[config.mk]
export PLATFORM = sky130hd
export DESIGN_NAME = bldc_speed_loop_core
export DESIGN_NICKNAME = d
export VERILOG_FILES = /design/src/hdl/bsl_pkg.sv /design/src/hdl/bsl_div20.sv /design/src/hdl/bsl_dpath.sv /design/src/hdl/bsl_ctrl.sv /design/src/hdl/bldc_speed_loop_core.sv
export SDC_FILE = /design/constraint.sdc
export NUM_CORES = 2
export LEC_CHECK = 0
export BUFFER_PORTS_ARGS = -buffer_cell sky130_fd_sc_hd__buf_4
export CAP_MARGIN = 20
export CORE_ASPECT_RATIO = 0.5
export CORE_UTILIZATION = 50
export CTS_BUF_LIST = sky130_fd_sc_hd__clkbuf_4 sky130_fd_sc_hd__clkbuf_8
export DETAILED_ROUTE_END_ITERATION = 8
export GPL_ROUTABILITY_DRIVEN = 0
export PLACE_DENSITY_LB_ADDON = 0.12
export SLEW_MARGIN = 20
export SYNTH_ARGS = -nofsm -noshare
export SYNTH_HDL_FRONTEND = slang
export SYNTH_SLANG_ARGS = --single-unit
[constraint.sdc]
create_clock -name clock -period 35.7 [get_ports clock]
set_input_delay 1.785 -clock clock [delete_from_list [all_inputs] [get_ports clock]]
set_output_delay 1.785 -clock clock [all_outputs]
set_load 0.05 [all_outputs]
[src/hdl/bsl_pkg.sv]
package bsl_pkg;

   // Default build values for the top-level parameters.
   localparam int COUNT_BITS_DEF     = 12;
   localparam int DUTY_FRAC_BITS_DEF = 16;

   // Gains are Q0.16.
   localparam int GAIN_FRAC = 16;

   // Port and field widths.
   localparam int HALL_W      = 3;
   localparam int TARGET_W    = 16;
   localparam int DUTY_W      = 8;
   localparam int SPEED_NOW_W = 20;
   localparam int GAIN_W      = 16;
   localparam int CSR_IDX_W   = 3;
   localparam int CSR_DATA_W  = 16;
   localparam int REQ_TDATA_W = 24;
   localparam int REQ_TUSER_W = 2;
   localparam int RSP_TDATA_W = 40;
   localparam int RSP_TUSER_W = 2;

   // Register values after reset.
   localparam logic [7:0]  PWM_PERIOD_RST    = 8'd100;
   localparam logic [7:0]  RPM_PER_COUNT_RST = 8'd25;
   localparam logic [15:0] KP_RUN_RST        = 16'd367;
   localparam logic [15:0] KP_STOP_RST       = 16'd347;
   localparam logic [15:0] KI_RUN_RST        = 16'd2949;
   localparam logic [15:0] KI_STOP_RST       = 16'd3277;
   localparam logic [15:0] KD_GAIN_RST       = 16'd5898;
   localparam logic [15:0] MAX_ACCEL_RST     = 16'd200;

   // Acceleration is (speed_prev - speed) * ACCEL_NUM / ACCEL_DEN.
   localparam int ACCEL_NUM = 1309;
   localparam int ACCEL_DEN = 1250;

   // Kick start and low-duty cut-off, in whole duty units.
   localparam logic [DUTY_W-1:0] KICK_DUTY = 8'd50;
   localparam int KICK_ACC_WHOLE = 4;
   localparam int MIN_DUTY_WHOLE = 4;

   // Division by twenty: a shift by two, then byte digits divided by five.
   localparam int DIV_PRE_SHIFT   = 2;
   localparam int DIV_FACTOR      = 5;
   localparam int DIV_DIGIT_W     = 8;
   localparam int DIV_RECIP       = 1639;
   localparam int DIV_RECIP_SHIFT = 13;

   typedef enum logic [1:0] {
      REQ_EDGE   = 2'd0,
      REQ_TICK   = 2'd1,
      REQ_TARGET = 2'd2,
      REQ_ESTOP  = 2'd3
   } req_kind_type;

   typedef enum logic [CSR_IDX_W-1:0] {
      CSR_PWM_PERIOD    = 3'd0,
      CSR_RPM_PER_COUNT = 3'd1,
      CSR_KP_RUN        = 3'd2,
      CSR_KP_STOP       = 3'd3,
      CSR_KI_RUN        = 3'd4,
      CSR_KI_STOP       = 3'd5,
      CSR_KD_GAIN       = 3'd6,
      CSR_MAX_ACCEL     = 3'd7
   } csr_index_type;

   typedef enum logic [4:0] {
      OP_NONE,
      OP_EDGE,
      OP_TARGET,
      OP_ESTOP,
      OP_SPEED,
      OP_ERR,
      OP_MUL_P,
      OP_MUL_I,
      OP_ADD_I,
      OP_ADD_D,
      OP_DIV_FLOOR,
      OP_DIV_TRUNC,
      OP_WB_FLOOR,
      OP_WB_TRUNC,
      OP_CLAMP,
      OP_OUT_EDGE,
      OP_OUT_KICK,
      OP_OUT_DUTY
   } dp_op_type;

   typedef enum logic [3:0] {
      ST_IDLE,
      ST_ERR,
      ST_MUL_P,
      ST_MUL_I,
      ST_TRUNC1,
      ST_WAIT1,
      ST_ADD_I,
      ST_TRUNC2,
      ST_WAIT2,
      ST_ADD_D,
      ST_FLOOR,
      ST_WAITF,
      ST_CLAMP,
      ST_EDGE_OUT,
      ST_KICK_OUT,
      ST_DUTY_OUT
   } ctrl_state_type;

   typedef struct packed {
      logic      capture;
      dp_op_type op;
   } dp_cmd_type;

   typedef struct packed {
      logic div_done;
      logic kick;
      logic stop;
      logic rsp_free;
   } dp_status_type;

   typedef struct packed {
      logic                   stop_active;
      logic                   over_accel;
      logic [SPEED_NOW_W-1:0] speed_now;
      logic                   phase_valid;
      logic [HALL_W-1:0]      phase_lines;
      logic                   duty_valid;
      logic [DUTY_W-1:0]      duty_out;
   } rsp_fields_type;

   // Kick-start commutation: returns {valid, lines} for a hall pattern.
   function automatic logic [HALL_W:0] kick_phase(input logic [HALL_W-1:0] hall);
      logic [HALL_W:0] res;
      unique case (hall)
         3'b001:  res = {1'b1, 3'd3};
         3'b010:  res = {1'b1, 3'd6};
         3'b011:  res = {1'b1, 3'd2};
         3'b100:  res = {1'b1, 3'd5};
         3'b101:  res = {1'b1, 3'd1};
         3'b110:  res = {1'b1, 3'd4};
         default: res = '0;
      endcase
      return res;
   endfunction

endpackage

[src/hdl/bsl_div20.sv]
// Unsigned floor division by twenty. The dividend is shifted right by two
// and the rest is divided by five one byte digit per cycle, most significant
// digit first, with the digit quotient taken from a reciprocal multiply.
module bsl_div20 import bsl_pkg::*; #(
   parameter int IN_W = 56
) (
   input  logic            clock,
   input  logic            reset,
   input  logic            start,
   input  logic [IN_W-1:0] dividend,
   output logic            done,
   output logic [IN_W-1:0] quotient
);

   localparam int NUM_W  = IN_W - DIV_PRE_SHIFT;
   localparam int NDIG   = (NUM_W + DIV_DIGIT_W - 1) / DIV_DIGIT_W;
   localparam int DW     = NDIG * DIV_DIGIT_W;
   localparam int CNT_W  = $clog2(NDIG + 1);
   localparam int REM_W  = 3;
   localparam int V_W    = REM_W + DIV_DIGIT_W;
   localparam int PR_W   = 2 * V_W;

   logic             active_ff, active_in;
   logic             done_ff, done_in;
   logic [CNT_W-1:0] cnt_ff, cnt_in;
   logic [REM_W-1:0] rem_ff, rem_in;
   logic [DW-1:0]    num_ff, num_in;
   logic [DW-1:0]    quo_ff, quo_in;

   logic [V_W-1:0]         step_v;
   logic [PR_W-1:0]        step_prod;
   logic [DIV_DIGIT_W-1:0] step_q;
   logic [V_W-1:0]         step_rem;

   // One digit step: remainder and next digit divided by five.
   always_comb begin
      step_v    = {rem_ff, num_ff[DW-1 -: DIV_DIGIT_W]};
      step_prod = PR_W'(step_v) * PR_W'(DIV_RECIP);
      step_q    = step_prod[DIV_RECIP_SHIFT +: DIV_DIGIT_W];
      step_rem  = step_v - V_W'(step_q) * V_W'(DIV_FACTOR);
   end

   // Sequencing of the digit steps.
   always_comb begin
      active_in = active_ff;
      done_in   = 1'b0;
      cnt_in    = cnt_ff;
      rem_in    = rem_ff;
      num_in    = num_ff;
      quo_in    = quo_ff;
      if (start) begin
         active_in = 1'b1;
         cnt_in    = CNT_W'(NDIG);
         rem_in    = '0;
         num_in    = DW'(dividend >> DIV_PRE_SHIFT);
      end else if (active_ff) begin
         cnt_in = cnt_ff - 1'b1;
         rem_in = step_rem[REM_W-1:0];
         num_in = num_ff << DIV_DIGIT_W;
         quo_in = {quo_ff[DW-DIV_DIGIT_W-1:0], step_q};
         if (cnt_ff == CNT_W'(1)) begin
            active_in = 1'b0;
            done_in   = 1'b1;
         end
      end
   end

   always_ff @(posedge clock) begin
      if (reset) begin
         active_ff <= 1'b0;
         done_ff   <= 1'b0;
         cnt_ff    <= '0;
      end else begin
         active_ff <= active_in;
         done_ff   <= done_in;
         cnt_ff    <= cnt_in;
      end
   end

   always_ff @(posedge clock) begin
      rem_ff <= rem_in;
      num_ff <= num_in;
      quo_ff <= quo_in;
   end

   assign done     = done_ff;
   assign quotient = IN_W'(quo_ff);

endmodule

[src/hdl/bsl_dpath.sv]
// Datapath: configuration registers, loop state, one shared gain multiplier,
// a wide accumulator, the divide-by-twenty unit and the result register.
module bsl_dpath import bsl_pkg::*; #(
   parameter int COUNT_BITS     = COUNT_BITS_DEF,
   parameter int DUTY_FRAC_BITS = DUTY_FRAC_BITS_DEF
) (
   input  logic                  clock,
   input  logic                  reset,
   input  dp_cmd_type            cmd,
   input  logic [HALL_W-1:0]     req_hall,
   input  logic [TARGET_W-1:0]   req_target,
   input  logic                  csr_wr_en,
   input  logic [CSR_IDX_W-1:0]  csr_index,
   input  logic [CSR_DATA_W-1:0] csr_wdata,
   input  logic                  rsp_tready,
   output logic                  rsp_tvalid,
   output rsp_fields_type        rsp_fields,
   output dp_status_type         status
);

   localparam int SW    = COUNT_BITS + 8;
   localparam int EW    = SW + 1;
   localparam int WF    = (DUTY_FRAC_BITS > GAIN_FRAC) ? DUTY_FRAC_BITS : GAIN_FRAC;
   localparam int SH    = WF - GAIN_FRAC;
   localparam int DSH   = WF - DUTY_FRAC_BITS;
   localparam int XW    = EW + WF + 11;
   localparam int PW    = EW + GAIN_W + 2;
   localparam int DAW   = DUTY_FRAC_BITS + DUTY_W;
   localparam int AW    = SW + 11;

   // Configuration registers.
   logic [7:0]        pwm_ff, pwm_in;
   logic [7:0]        rpm_ff, rpm_in;
   logic [GAIN_W-1:0] kp_run_ff, kp_run_in;
   logic [GAIN_W-1:0] kp_stop_ff, kp_stop_in;
   logic [GAIN_W-1:0] ki_run_ff, ki_run_in;
   logic [GAIN_W-1:0] ki_stop_ff, ki_stop_in;
   logic [GAIN_W-1:0] kd_ff, kd_in;
   logic [GAIN_W-1:0] max_accel_ff, max_accel_in;

   // Loop state.
   logic [COUNT_BITS-1:0] edge_ff, edge_in;
   logic [SW-1:0]         speed_cur_ff, speed_cur_in;
   logic [SW-1:0]         speed_prev_ff, speed_prev_in;
   logic [TARGET_W-1:0]   target_ff, target_in;
   logic signed [EW-1:0]  err_cur_ff, err_cur_in;
   logic signed [EW-1:0]  err_prev_ff, err_prev_in;
   logic [DAW-1:0]        duty_ff, duty_in;
   logic                  stop_ff, stop_in;

   // Working registers.
   logic                 over_ff, over_in;
   logic [HALL_W-1:0]    hall_ff, hall_in;
   logic signed [PW-1:0] prod_ff, prod_in;
   logic signed [XW-1:0] acc_ff, acc_in;
   logic                 neg_ff, neg_in;

   // Result register.
   logic           rsp_valid_ff, rsp_valid_in;
   rsp_fields_type rsp_ff, rsp_in;

   // Intermediate values.
   logic signed [GAIN_W:0] mul_a;
   logic signed [EW:0]     mul_b;
   logic signed [EW:0]     err_sum;
   logic signed [EW:0]     err_diff;
   logic signed [XW-1:0]   prod_x;
   logic signed [XW-1:0]   p_term;
   logic signed [XW-1:0]   i_term;
   logic signed [XW-1:0]   d_term;
   logic signed [XW-1:0]   duty_x;
   logic signed [XW-1:0]   x0_term;
   logic signed [SW:0]     speed_diff;
   logic [SW-1:0]          speed_mag;
   logic [AW-1:0]          accel_lhs;
   logic [AW-1:0]          accel_rhs;
   logic [XW-1:0]          div_mag;
   logic                   div_start;
   logic                   div_done;
   logic [XW-1:0]          div_q;
   logic signed [XW-1:0]   floor_q;
   logic [XW-1:0]          whole_q;
   logic [XW-1:0]          whole_u;
   logic signed [XW-1:0]   duty_lim;
   logic signed [XW-1:0]   duty_min;
   logic signed [XW-1:0]   clamp_v;
   logic [HALL_W:0]        kick_ph;
   logic                   rsp_free;

   // Error sum and difference feed the trapezoid and difference terms.
   always_comb begin
      err_sum  = (EW+1)'(err_prev_ff) + (EW+1)'(err_cur_ff);
      err_diff = (EW+1)'(err_cur_ff) - (EW+1)'(err_prev_ff);
   end

   // Shared multiplier operands: proportional, trapezoid, then difference.
   always_comb begin
      mul_a = $signed({1'b0, kd_ff});
      mul_b = err_diff;
      priority if (cmd.op == OP_MUL_P) begin
         mul_a = $signed({1'b0, stop_ff ? kp_stop_ff : kp_run_ff});
         mul_b = (EW+1)'(err_cur_ff);
      end else if (cmd.op == OP_MUL_I) begin
         mul_a = $signed({1'b0, stop_ff ? ki_stop_ff : ki_run_ff});
         mul_b = err_sum;
      end else begin
         mul_a = $signed({1'b0, kd_ff});
         mul_b = err_diff;
      end
   end

   // Terms in units of one twentieth of the working fraction; the constant
   // factors twenty and two hundred are built from shifts and adds.
   always_comb begin
      prod_x  = XW'(prod_ff);
      p_term  = ((prod_x <<< 4) + (prod_x <<< 2)) <<< SH;
      i_term  = prod_x <<< SH;
      d_term  = ((prod_x <<< 7) + (prod_x <<< 6) + (prod_x <<< 3)) <<< SH;
      duty_x  = $signed(XW'(duty_ff));
      x0_term = ((duty_x <<< 4) + (duty_x <<< 2)) <<< DSH;
   end

   // Over-acceleration test on the magnitude, without a divide.
   always_comb begin
      speed_diff = $signed({1'b0, speed_prev_ff}) - $signed({1'b0, speed_cur_ff});
      speed_mag  = speed_diff[SW] ? SW'(-speed_diff) : SW'(speed_diff);
      accel_lhs  = AW'(speed_mag) * AW'(ACCEL_NUM);
      accel_rhs  = AW'(max_accel_ff) * AW'(ACCEL_DEN);
   end

   // Divider operand: one's complement for floor, negation for truncation.
   always_comb begin
      div_start = (cmd.op == OP_DIV_FLOOR) || (cmd.op == OP_DIV_TRUNC);
      if (!acc_ff[XW-1]) begin
         div_mag = acc_ff;
      end else if (cmd.op == OP_DIV_FLOOR) begin
         div_mag = ~acc_ff;
      end else begin
         div_mag = -acc_ff;
      end
   end

   bsl_div20 #(
      .IN_W (XW)
   ) u_div20 (
      .clock    (clock),
      .reset    (reset),
      .start    (div_start),
      .dividend (div_mag),
      .done     (div_done),
      .quotient (div_q)
   );

   // Divider write-back values and clamp limits.
   always_comb begin
      floor_q  = neg_ff ? ~$signed(div_q) : $signed(div_q);
      whole_q  = div_q >> WF;
      whole_u  = ((whole_q << 4) + (whole_q << 2)) << WF;
      duty_lim = $signed(XW'(pwm_ff) << DUTY_FRAC_BITS);
      duty_min = $signed(XW'(MIN_DUTY_WHOLE) << DUTY_FRAC_BITS);
      if (acc_ff[XW-1]) begin
         clamp_v = '0;
      end else if (acc_ff > duty_lim) begin
         clamp_v = duty_lim;
      end else begin
         clamp_v = acc_ff;
      end
      if ((clamp_v < duty_min) && (target_ff == '0)) begin
         clamp_v = '0;
      end
      kick_ph = kick_phase(hall_ff);
   end

   assign rsp_free = !rsp_valid_ff || rsp_tready;

   // Next-state logic for configuration, state and working registers.
   always_comb begin
      pwm_in        = pwm_ff;
      rpm_in        = rpm_ff;
      kp_run_in     = kp_run_ff;
      kp_stop_in    = kp_stop_ff;
      ki_run_in     = ki_run_ff;
      ki_stop_in    = ki_stop_ff;
      kd_in         = kd_ff;
      max_accel_in  = max_accel_ff;
      edge_in       = edge_ff;
      speed_cur_in  = speed_cur_ff;
      speed_prev_in = speed_prev_ff;
      target_in     = target_ff;
      err_cur_in    = err_cur_ff;
      err_prev_in   = err_prev_ff;
      duty_in       = duty_ff;
      stop_in       = stop_ff;
      over_in       = over_ff;
      hall_in       = cmd.capture ? req_hall : hall_ff;
      prod_in       = prod_ff;
      acc_in        = acc_ff;
      neg_in        = div_start ? acc_ff[XW-1] : neg_ff;
      rsp_valid_in  = rsp_valid_ff && !rsp_tready;
      rsp_in        = rsp_ff;

      if (csr_wr_en) begin
         unique case (csr_index_type'(csr_index))
            CSR_PWM_PERIOD:    pwm_in       = csr_wdata[7:0];
            CSR_RPM_PER_COUNT: rpm_in       = csr_wdata[7:0];
            CSR_KP_RUN:        kp_run_in    = csr_wdata;
            CSR_KP_STOP:       kp_stop_in   = csr_wdata;
            CSR_KI_RUN:        ki_run_in    = csr_wdata;
            CSR_KI_STOP:       ki_stop_in   = csr_wdata;
            CSR_KD_GAIN:       kd_in        = csr_wdata;
            CSR_MAX_ACCEL:     max_accel_in = csr_wdata;
            default:           pwm_in       = pwm_ff;
         endcase
      end

      unique case (cmd.op)
         OP_EDGE: begin
            if (edge_ff != '1) begin
               edge_in = edge_ff + 1'b1;
            end
         end
         OP_TARGET: begin
            if (!stop_ff) begin
               target_in = req_target;
            end
         end
         OP_ESTOP: begin
            target_in = '0;
            stop_in   = 1'b1;
         end
         OP_SPEED: begin
            speed_prev_in = speed_cur_ff;
            err_prev_in   = err_cur_ff;
            speed_cur_in  = SW'(edge_ff) * SW'(rpm_ff);
            edge_in       = '0;
         end
         OP_ERR: begin
            err_cur_in = $signed(EW'(target_ff)) - $signed(EW'(speed_cur_ff));
            over_in    = accel_lhs >= accel_rhs;
         end
         OP_MUL_P: begin
            prod_in = mul_a * mul_b;
            acc_in  = x0_term;
         end
         OP_MUL_I: begin
            prod_in = mul_a * mul_b;
            acc_in  = acc_ff + p_term;
         end
         OP_ADD_I: begin
            prod_in = mul_a * mul_b;
            acc_in  = acc_ff - i_term;
         end
         OP_ADD_D: begin
            acc_in = acc_ff - d_term;
         end
         OP_WB_FLOOR: begin
            acc_in = floor_q >>> DSH;
         end
         OP_WB_TRUNC: begin
            acc_in = neg_ff ? -$signed(whole_u) : $signed(whole_u);
         end
         OP_CLAMP: begin
            duty_in = DAW'(clamp_v);
            if (stop_ff && (speed_cur_ff == '0)) begin
               stop_in = 1'b0;
            end
         end
         OP_OUT_EDGE: begin
            rsp_valid_in       = 1'b1;
            rsp_in.duty_out    = '0;
            rsp_in.duty_valid  = 1'b0;
            rsp_in.phase_lines = hall_ff;
            rsp_in.phase_valid = 1'b1;
            rsp_in.speed_now   = SPEED_NOW_W'(speed_cur_ff);
            rsp_in.over_accel  = 1'b0;
            rsp_in.stop_active = stop_ff;
         end
         OP_OUT_KICK: begin
            duty_in            = DAW'(KICK_ACC_WHOLE) << DUTY_FRAC_BITS;
            rsp_valid_in       = 1'b1;
            rsp_in.duty_out    = KICK_DUTY;
            rsp_in.duty_valid  = 1'b1;
            rsp_in.phase_lines = kick_ph[HALL_W-1:0];
            rsp_in.phase_valid = kick_ph[HALL_W];
            rsp_in.speed_now   = SPEED_NOW_W'(speed_cur_ff);
            rsp_in.over_accel  = over_ff;
            rsp_in.stop_active = stop_ff;
         end
         OP_OUT_DUTY: begin
            rsp_valid_in       = 1'b1;
            rsp_in.duty_out    = duty_ff[DUTY_FRAC_BITS +: DUTY_W];
            rsp_in.duty_valid  = 1'b1;
            rsp_in.phase_lines = '0;
            rsp_in.phase_valid = 1'b0;
            rsp_in.speed_now   = SPEED_NOW_W'(speed_cur_ff);
            rsp_in.over_accel  = over_ff;
            rsp_in.stop_active = stop_ff;
         end
         default: begin
            acc_in = acc_ff;
         end
      endcase
   end

   // Configuration set to its defaults and loop state cleared by reset.
   always_ff @(posedge clock) begin
      if (reset) begin
         pwm_ff        <= PWM_PERIOD_RST;
         rpm_ff        <= RPM_PER_COUNT_RST;
         kp_run_ff     <= KP_RUN_RST;
         kp_stop_ff    <= KP_STOP_RST;
         ki_run_ff     <= KI_RUN_RST;
         ki_stop_ff    <= KI_STOP_RST;
         kd_ff         <= KD_GAIN_RST;
         max_accel_ff  <= MAX_ACCEL_RST;
         edge_ff       <= '0;
         speed_cur_ff  <= '0;
         speed_prev_ff <= '0;
         target_ff     <= '0;
         err_cur_ff    <= '0;
         err_prev_ff   <= '0;
         duty_ff       <= '0;
         stop_ff       <= 1'b0;
         rsp_valid_ff  <= 1'b0;
      end else begin
         pwm_ff        <= pwm_in;
         rpm_ff        <= rpm_in;
         kp_run_ff     <= kp_run_in;
         kp_stop_ff    <= kp_stop_in;
         ki_run_ff     <= ki_run_in;
         ki_stop_ff    <= ki_stop_in;
         kd_ff         <= kd_in;
         max_accel_ff  <= max_accel_in;
         edge_ff       <= edge_in;
         speed_cur_ff  <= speed_cur_in;
         speed_prev_ff <= speed_prev_in;
         target_ff     <= target_in;
         err_cur_ff    <= err_cur_in;
         err_prev_ff   <= err_prev_in;
         duty_ff       <= duty_in;
         stop_ff       <= stop_in;
         rsp_valid_ff  <= rsp_valid_in;
      end
   end

   // Working and payload registers.
   always_ff @(posedge clock) begin
      over_ff <= over_in;
      hall_ff <= hall_in;
      prod_ff <= prod_in;
      acc_ff  <= acc_in;
      neg_ff  <= neg_in;
      rsp_ff  <= rsp_in;
   end

   assign rsp_tvalid      = rsp_valid_ff;
   assign rsp_fields      = rsp_ff;
   assign status.div_done = div_done;
   assign status.kick     = (speed_cur_ff == '0) && (target_ff != '0);
   assign status.stop     = stop_ff;
   assign status.rsp_free = rsp_free;

endmodule

[src/hdl/bsl_ctrl.sv]
// Controller: walks one request through the datapath and decides when the
// result register may be loaded.
module bsl_ctrl import bsl_pkg::*; (
   input  logic                   clock,
   input  logic                   reset,
   input  logic                   req_tvalid,
   input  logic [REQ_TUSER_W-1:0] req_type,
   output logic                   req_tready,
   input  dp_status_type          status,
   output dp_cmd_type             cmd
);

   ctrl_state_type state_ff, state_in;
   req_kind_type   kind;

   assign kind = req_kind_type'(req_type);

   // Next state.
   always_comb begin
      state_in = state_ff;
      unique case (state_ff)
         ST_IDLE: begin
            if (req_tvalid) begin
               unique case (kind)
                  REQ_EDGE: state_in = ST_EDGE_OUT;
                  REQ_TICK: state_in = ST_ERR;
                  default:  state_in = ST_IDLE;
               endcase
            end
         end
         ST_ERR:    state_in = status.kick ? ST_KICK_OUT : ST_MUL_P;
         ST_MUL_P:  state_in = ST_MUL_I;
         ST_MUL_I:  state_in = status.stop ? ST_TRUNC1 : ST_ADD_I;
         ST_TRUNC1: state_in = ST_WAIT1;
         ST_WAIT1:  state_in = status.div_done ? ST_ADD_I : ST_WAIT1;
         ST_ADD_I:  state_in = status.stop ? ST_TRUNC2 : ST_ADD_D;
         ST_TRUNC2: state_in = ST_WAIT2;
         ST_WAIT2:  state_in = status.div_done ? ST_ADD_D : ST_WAIT2;
         ST_ADD_D:  state_in = ST_FLOOR;
         ST_FLOOR:  state_in = ST_WAITF;
         ST_WAITF:  state_in = status.div_done ? ST_CLAMP : ST_WAITF;
         ST_CLAMP:  state_in = ST_DUTY_OUT;
         ST_EDGE_OUT, ST_KICK_OUT, ST_DUTY_OUT: begin
            if (status.rsp_free) begin
               state_in = ST_IDLE;
            end
         end
         default:   state_in = ST_IDLE;
      endcase
   end

   // Commands to the datapath.
   always_comb begin
      req_tready  = 1'b0;
      cmd.capture = 1'b0;
      cmd.op      = OP_NONE;
      unique case (state_ff)
         ST_IDLE: begin
            req_tready  = 1'b1;
            cmd.capture = req_tvalid;
            if (req_tvalid) begin
               unique case (kind)
                  REQ_EDGE:   cmd.op = OP_EDGE;
                  REQ_TICK:   cmd.op = OP_SPEED;
                  REQ_TARGET: cmd.op = OP_TARGET;
                  REQ_ESTOP:  cmd.op = OP_ESTOP;
                  default:    cmd.op = OP_NONE;
               endcase
            end
         end
         ST_ERR:      cmd.op = OP_ERR;
         ST_MUL_P:    cmd.op = OP_MUL_P;
         ST_MUL_I:    cmd.op = OP_MUL_I;
         ST_TRUNC1:   cmd.op = OP_DIV_TRUNC;
         ST_WAIT1:    cmd.op = status.div_done ? OP_WB_TRUNC : OP_NONE;
         ST_ADD_I:    cmd.op = OP_ADD_I;
         ST_TRUNC2:   cmd.op = OP_DIV_TRUNC;
         ST_WAIT2:    cmd.op = status.div_done ? OP_WB_TRUNC : OP_NONE;
         ST_ADD_D:    cmd.op = OP_ADD_D;
         ST_FLOOR:    cmd.op = OP_DIV_FLOOR;
         ST_WAITF:    cmd.op = status.div_done ? OP_WB_FLOOR : OP_NONE;
         ST_CLAMP:    cmd.op = OP_CLAMP;
         ST_EDGE_OUT: cmd.op = status.rsp_free ? OP_OUT_EDGE : OP_NONE;
         ST_KICK_OUT: cmd.op = status.rsp_free ? OP_OUT_KICK : OP_NONE;
         ST_DUTY_OUT: cmd.op = status.rsp_free ? OP_OUT_DUTY : OP_NONE;
         default:     cmd.op = OP_NONE;
      endcase
   end

   always_ff @(posedge clock) begin
      if (reset) begin
         state_ff <= ST_IDLE;
      end else begin
         state_ff <= state_in;
      end
   end

endmodule

[src/hdl/bldc_speed_loop_core.sv]
// Set-target and emergency-stop requests give no result.
// A hall edge gives one result; a tick gives one result, by kick start or by the loop.
// A normal tick runs the divide-by-twenty unit, ND = ceil((COUNT_BITS + max(16, DUTY_FRAC_BITS) + 18) / 8)
// byte steps (ND = 6 by default); stop mode runs that unit twice more.
// One request is worked on at a time; the next is taken once the result is registered.
// Synchronous active-high reset restores register defaults and clears all loop state.
module bldc_speed_loop_core import bsl_pkg::*; #(
   parameter int COUNT_BITS     = COUNT_BITS_DEF,
   parameter int DUTY_FRAC_BITS = DUTY_FRAC_BITS_DEF
) (
   input  logic                   clock,
   input  logic                   reset,
   input  logic                   req_tvalid,
   output logic                   req_tready,
   input  logic [REQ_TDATA_W-1:0] req_tdata,  // hall_state, target_rpm
   input  logic [REQ_TUSER_W-1:0] req_tuser,  // req_type
   output logic                   rsp_tvalid,
   input  logic                   rsp_tready,
   // duty_out, phase_lines, speed_now, over_accel, stop_active
   output logic [RSP_TDATA_W-1:0] rsp_tdata,
   output logic [RSP_TUSER_W-1:0] rsp_tuser,  // duty_valid, phase_valid
   input  logic                   csr_wr_en,
   input  logic [CSR_IDX_W-1:0]   csr_index,
   input  logic [CSR_DATA_W-1:0]  csr_wdata
);

   dp_cmd_type     cmd;
   dp_status_type  status;
   rsp_fields_type fields;

   bsl_ctrl u_ctrl (
      .clock      (clock),
      .reset      (reset),
      .req_tvalid (req_tvalid),
      .req_type   (req_tuser),
      .req_tready (req_tready),
      .status     (status),
      .cmd        (cmd)
   );

   bsl_dpath #(
      .COUNT_BITS     (COUNT_BITS),
      .DUTY_FRAC_BITS (DUTY_FRAC_BITS)
   ) u_dpath (
      .clock      (clock),
      .reset      (reset),
      .cmd        (cmd),
      .req_hall   (req_tdata[HALL_W-1:0]),
      .req_target (req_tdata[HALL_W +: TARGET_W]),
      .csr_wr_en  (csr_wr_en),
      .csr_index  (csr_index),
      .csr_wdata  (csr_wdata),
      .rsp_tready (rsp_tready),
      .rsp_tvalid (rsp_tvalid),
      .rsp_fields (fields),
      .status     (status)
   );

   // Pack the result fields, lowest field first.
   assign rsp_tdata = RSP_TDATA_W'({fields.stop_active, fields.over_accel, fields.speed_now,
                                    fields.phase_lines, fields.duty_out});
   assign rsp_tuser = {fields.phase_valid, fields.duty_valid};

endmodule

==> results.cfg <==
[global_route]
antenna_found_initial = 5
grt_max_degree = 89
track_usage = 0.2811
grt_pass1_wl_mm = 284.6
grt_pass1_vias = 50570
overflow = 0

[cells_and_area]
multi_input_area_um2 = 47230
areaGrowthSynthToFinish_pct = 6.406
nFillCells = 11940
nets = 8715
drive_gt1_frac = 0.05669
register_area_um2 = 11880

[timing]
finalSetupViolations = 0
drv_slew = 0
slew_headroom = 0.1502
fmax_mhz = 71.55
tns_ns = 0
worstMarginPinSlew_ns = 1.258
timing.final.crit_share = 0.3915
fin_skew_ns = 0.04302
finalHoldViolations = 0
rsz0062_at_grt = false
fin_crit_ns = 13.98

[clocking]
postCtsHoldBufs = 0
clk_pin_slew_worst_paths_ns = 0.06
cts_tree = done
clock_path_buffers = 3
postCtsSetupBuffers = 0
cts_resized = 0
cts.sinks = 483
clockRootBuffer = clkbuf_8
numCtsBuffers = 80
h-tree-depth = 3
insertion_delay_ns = 0.78

[synth]
synth_top_area_share = 0.1954
synth_area_um2 = 63520
synth_cells = 7352
ys_ff_latch = 483
yosys.area.top_type = fa_1
synth-adder-area-share = 0.3405
synth.most_common_cell = inv_1
ys_seq_area_frac = 0.1871
synth_top_family_by_area = adder cells
synth-edff-count = 221
synthMuxAreaShare = 0.02423
synthFlopType = dfxtp_1
synth-xor-area-share = 0.06618
yosys-top-cells-count = 931 x inv_1, 866 x nand2_1, 734 x ha_1
async_flop_share = 0
ys_types = 96
synth_area_leaders = fa_1 20%, ha_1 14%, edfxtp_1 10%
yosys_warnings = 0
avgSynthCellArea_um2 = 8.640
synth_simple_gate_area_frac = 0.1495
synth-compound-area-share = 0.1604

[critical_path]
endpoint = u_dpath.prod_ff[38]
worst_setup_path_end_kind = flip-flop
startpoint = req_tuser[0]
cp.required_ns = 36.19
startpoint_type = primary input
slowest_delay_ns = 0.78
reg2regPathDepth = 38
reg2reg_from = u_ctrl.state_ff[2]
critPathKind = in2reg
r2r_setup_slack_ns = 22.02
crit_arrival_ns = 14.47
cp_slowest_cell = a21oi_4
reg2reg_to = u_dpath.prod_ff[38]
path_max_fanout = 46

[drt]
postRouteAntennaNets = 0
drt_iter0_markers = 3983
vias_per_cell = 5.724
first_pass_iters = 6
wl_per_cell_um = 19.74
vias = 51910
routed_wl_mm = 179.0
route.detailed.drc = 0

[floorplan]
core_um2 = 125900
dieArea_um2 = 128600
boundaryPins = 94
rows = 92
die_w_um = 506.1
initial_core_util = 0.5044
die_h_um = 254.0

[place]
dpl.hpwl_mm = 140.9
port_buffers = 81

[status]
outcome = finished clean

[hold_path]
hold_class = reg2reg

[flow_run]
drv_cap = 0
## final cells by class
type,instances,share of cell area
timing repair buffer,146,0.01642
tap,1692,0.03132
sequential,483,0.1758
multi-input combinational,5667,0.6988
clock inverter,26,0.003499
antenna,3,0.0001111
inverter,933,0.05182
clock buffer,119,0.02220
## worst min path at each step
stage                                       from                     end  cells past startpoint
after floorplan                  u_dpath.stop_ff  u_dpath.rsp_fields[34]                      0
after global placement     u_dpath.kp_stop_ff[7]   u_dpath.kp_stop_ff[7]                      2
after detailed placement   u_dpath.ki_stop_ff[4]   u_dpath.ki_stop_ff[4]                      2
after CTS                  u_dpath.ki_stop_ff[4]   u_dpath.ki_stop_ff[4]                      2
after global routing      u_dpath.kp_stop_ff[11]  u_dpath.kp_stop_ff[11]                      2
final                      u_dpath.kp_stop_ff[7]   u_dpath.kp_stop_ff[7]                      2
## routing by layer
| metal | global-route usage | routed length [µm] | vias to the layer above |
|---|---|---|---|
| met1 | 0.3909 | 81810 | 25130 |
| met5 | 0 | 43 | - |
| met4 | 0.08002 | 4965 | 6 |
| met3 | 0.04753 | 12410 | 264 |
| met2 | 0.4495 | 79810 | 1528 |
| li1 | - | - | 24980 |
## cell families (layout without fill, tap and decap cells)
| logic type | Yosys count | count (layout) |
|---|---|---|
| xor gates and xnor gates | 480 | 480 |
| muxes | 149 | 149 |
| DFF | 483 | 483 |
| AOI/OAI and AO/OA | 1593 | 1593 |
| adders and majority gates | 1357 | 1357 |
| buffers and inverters | 1208 | 1224 |
| and+or+nand+nor | 2081 | 2081 |
| other | 1 | 10 |
## worst max-delay path: cells and delay by family
| kind | cells | cell delay, ns |
|---|---|---|
| buffers and inverters | 8 | 1.11 |
| XOR/XNOR | 2 | 0.34 |
| multiplexers | 1 | 0.47 |
| AND/OR/NAND/NOR | 8 | 2.16 |
| AO/OA/AOI/OAI | 16 | 4.53 |
| adder cells (fa/ha/maj) | 9 | 4.04 |
## through the flow
stage	utilization	setup slack, ns	instance area (µm²)	cells	hold WS [ns]
floorplan	-	22.56	63540	7358	0.4064
global route	0.5367	20.94	67590	9069	0.4683
global placement	0.5226	21.00	65810	8919	0.4415
CTS	0.5364	21.81	67550	9064	0.4547
finish	0.5367	21.72	67590	9069	0.4519
detailed placement	0.5226	20.95	65810	8919	0.4461
## flip-flops by register name (all words and copies together) (netlist names), 21 cells and up
name	count
u_dpath.u_div20.num_ff	48
u_dpath.rsp_fields	35
u_dpath.prod_ff	39
u_dpath.duty_ff	24
u_dpath.acc_ff	48
u_dpath.err_prev_ff	21
u_dpath.err_cur_ff	21
u_dpath.u_div20.quotient	48
## cells in the final DEF, fill, tap and decap left out, types with 19 or more instances in the layout
| master | synthesis | routed |
|---|---|---|
| a21oi_1 | 551 | 546 |
| a22oi_1 | 25 | 25 |
| xor2_1 | 208 | 208 |
| inv_1 | 931 | 929 |
| xnor2_1 | 272 | 272 |
| a22o_1 | 19 | 19 |
| o31ai_1 | 26 | 25 |
| clkbuf_4 | 0 | 22 |
| nor3_1 | 100 | 95 |
| a31oi_1 | 61 | 61 |
| nand4_1 | 45 | 45 |
| nand2b_1 | 60 | 59 |
| ha_1 | 734 | 734 |
| nor4_1 | 33 | 33 |
| and3_1 | 48 | 48 |
| o21a_1 | 53 | 53 |
| o21bai_1 | 44 | 44 |
| o221ai_1 | 20 | 20 |
| dfxtp_1 | 262 | 261 |
| a221oi_1 | 35 | 35 |
| a211oi_1 | 56 | 56 |
| fa_1 | 620 | 620 |
| edfxtp_1 | 221 | 221 |
| or2_2 | 23 | 23 |
| or3_1 | 36 | 34 |
| o211ai_1 | 39 | 39 |
| mux2_2 | 36 | 36 |
| clkbuf_8 | 0 | 97 |
| mux2i_1 | 111 | 104 |
| nand3_1 | 144 | 144 |
| buf_4 | 7 | 143 |
| nor2_1 | 490 | 483 |
| and2_1 | 105 | 105 |
| o21ai_0 | 268 | 265 |
| nand2_1 | 866 | 865 |
| nor2b_1 | 53 | 53 |
| a21o_1 | 184 | 184 |
Power is left out: the tool's default activity adds up to more than one toggle a clock period on the data nets, which glitch-free logic cannot reach.
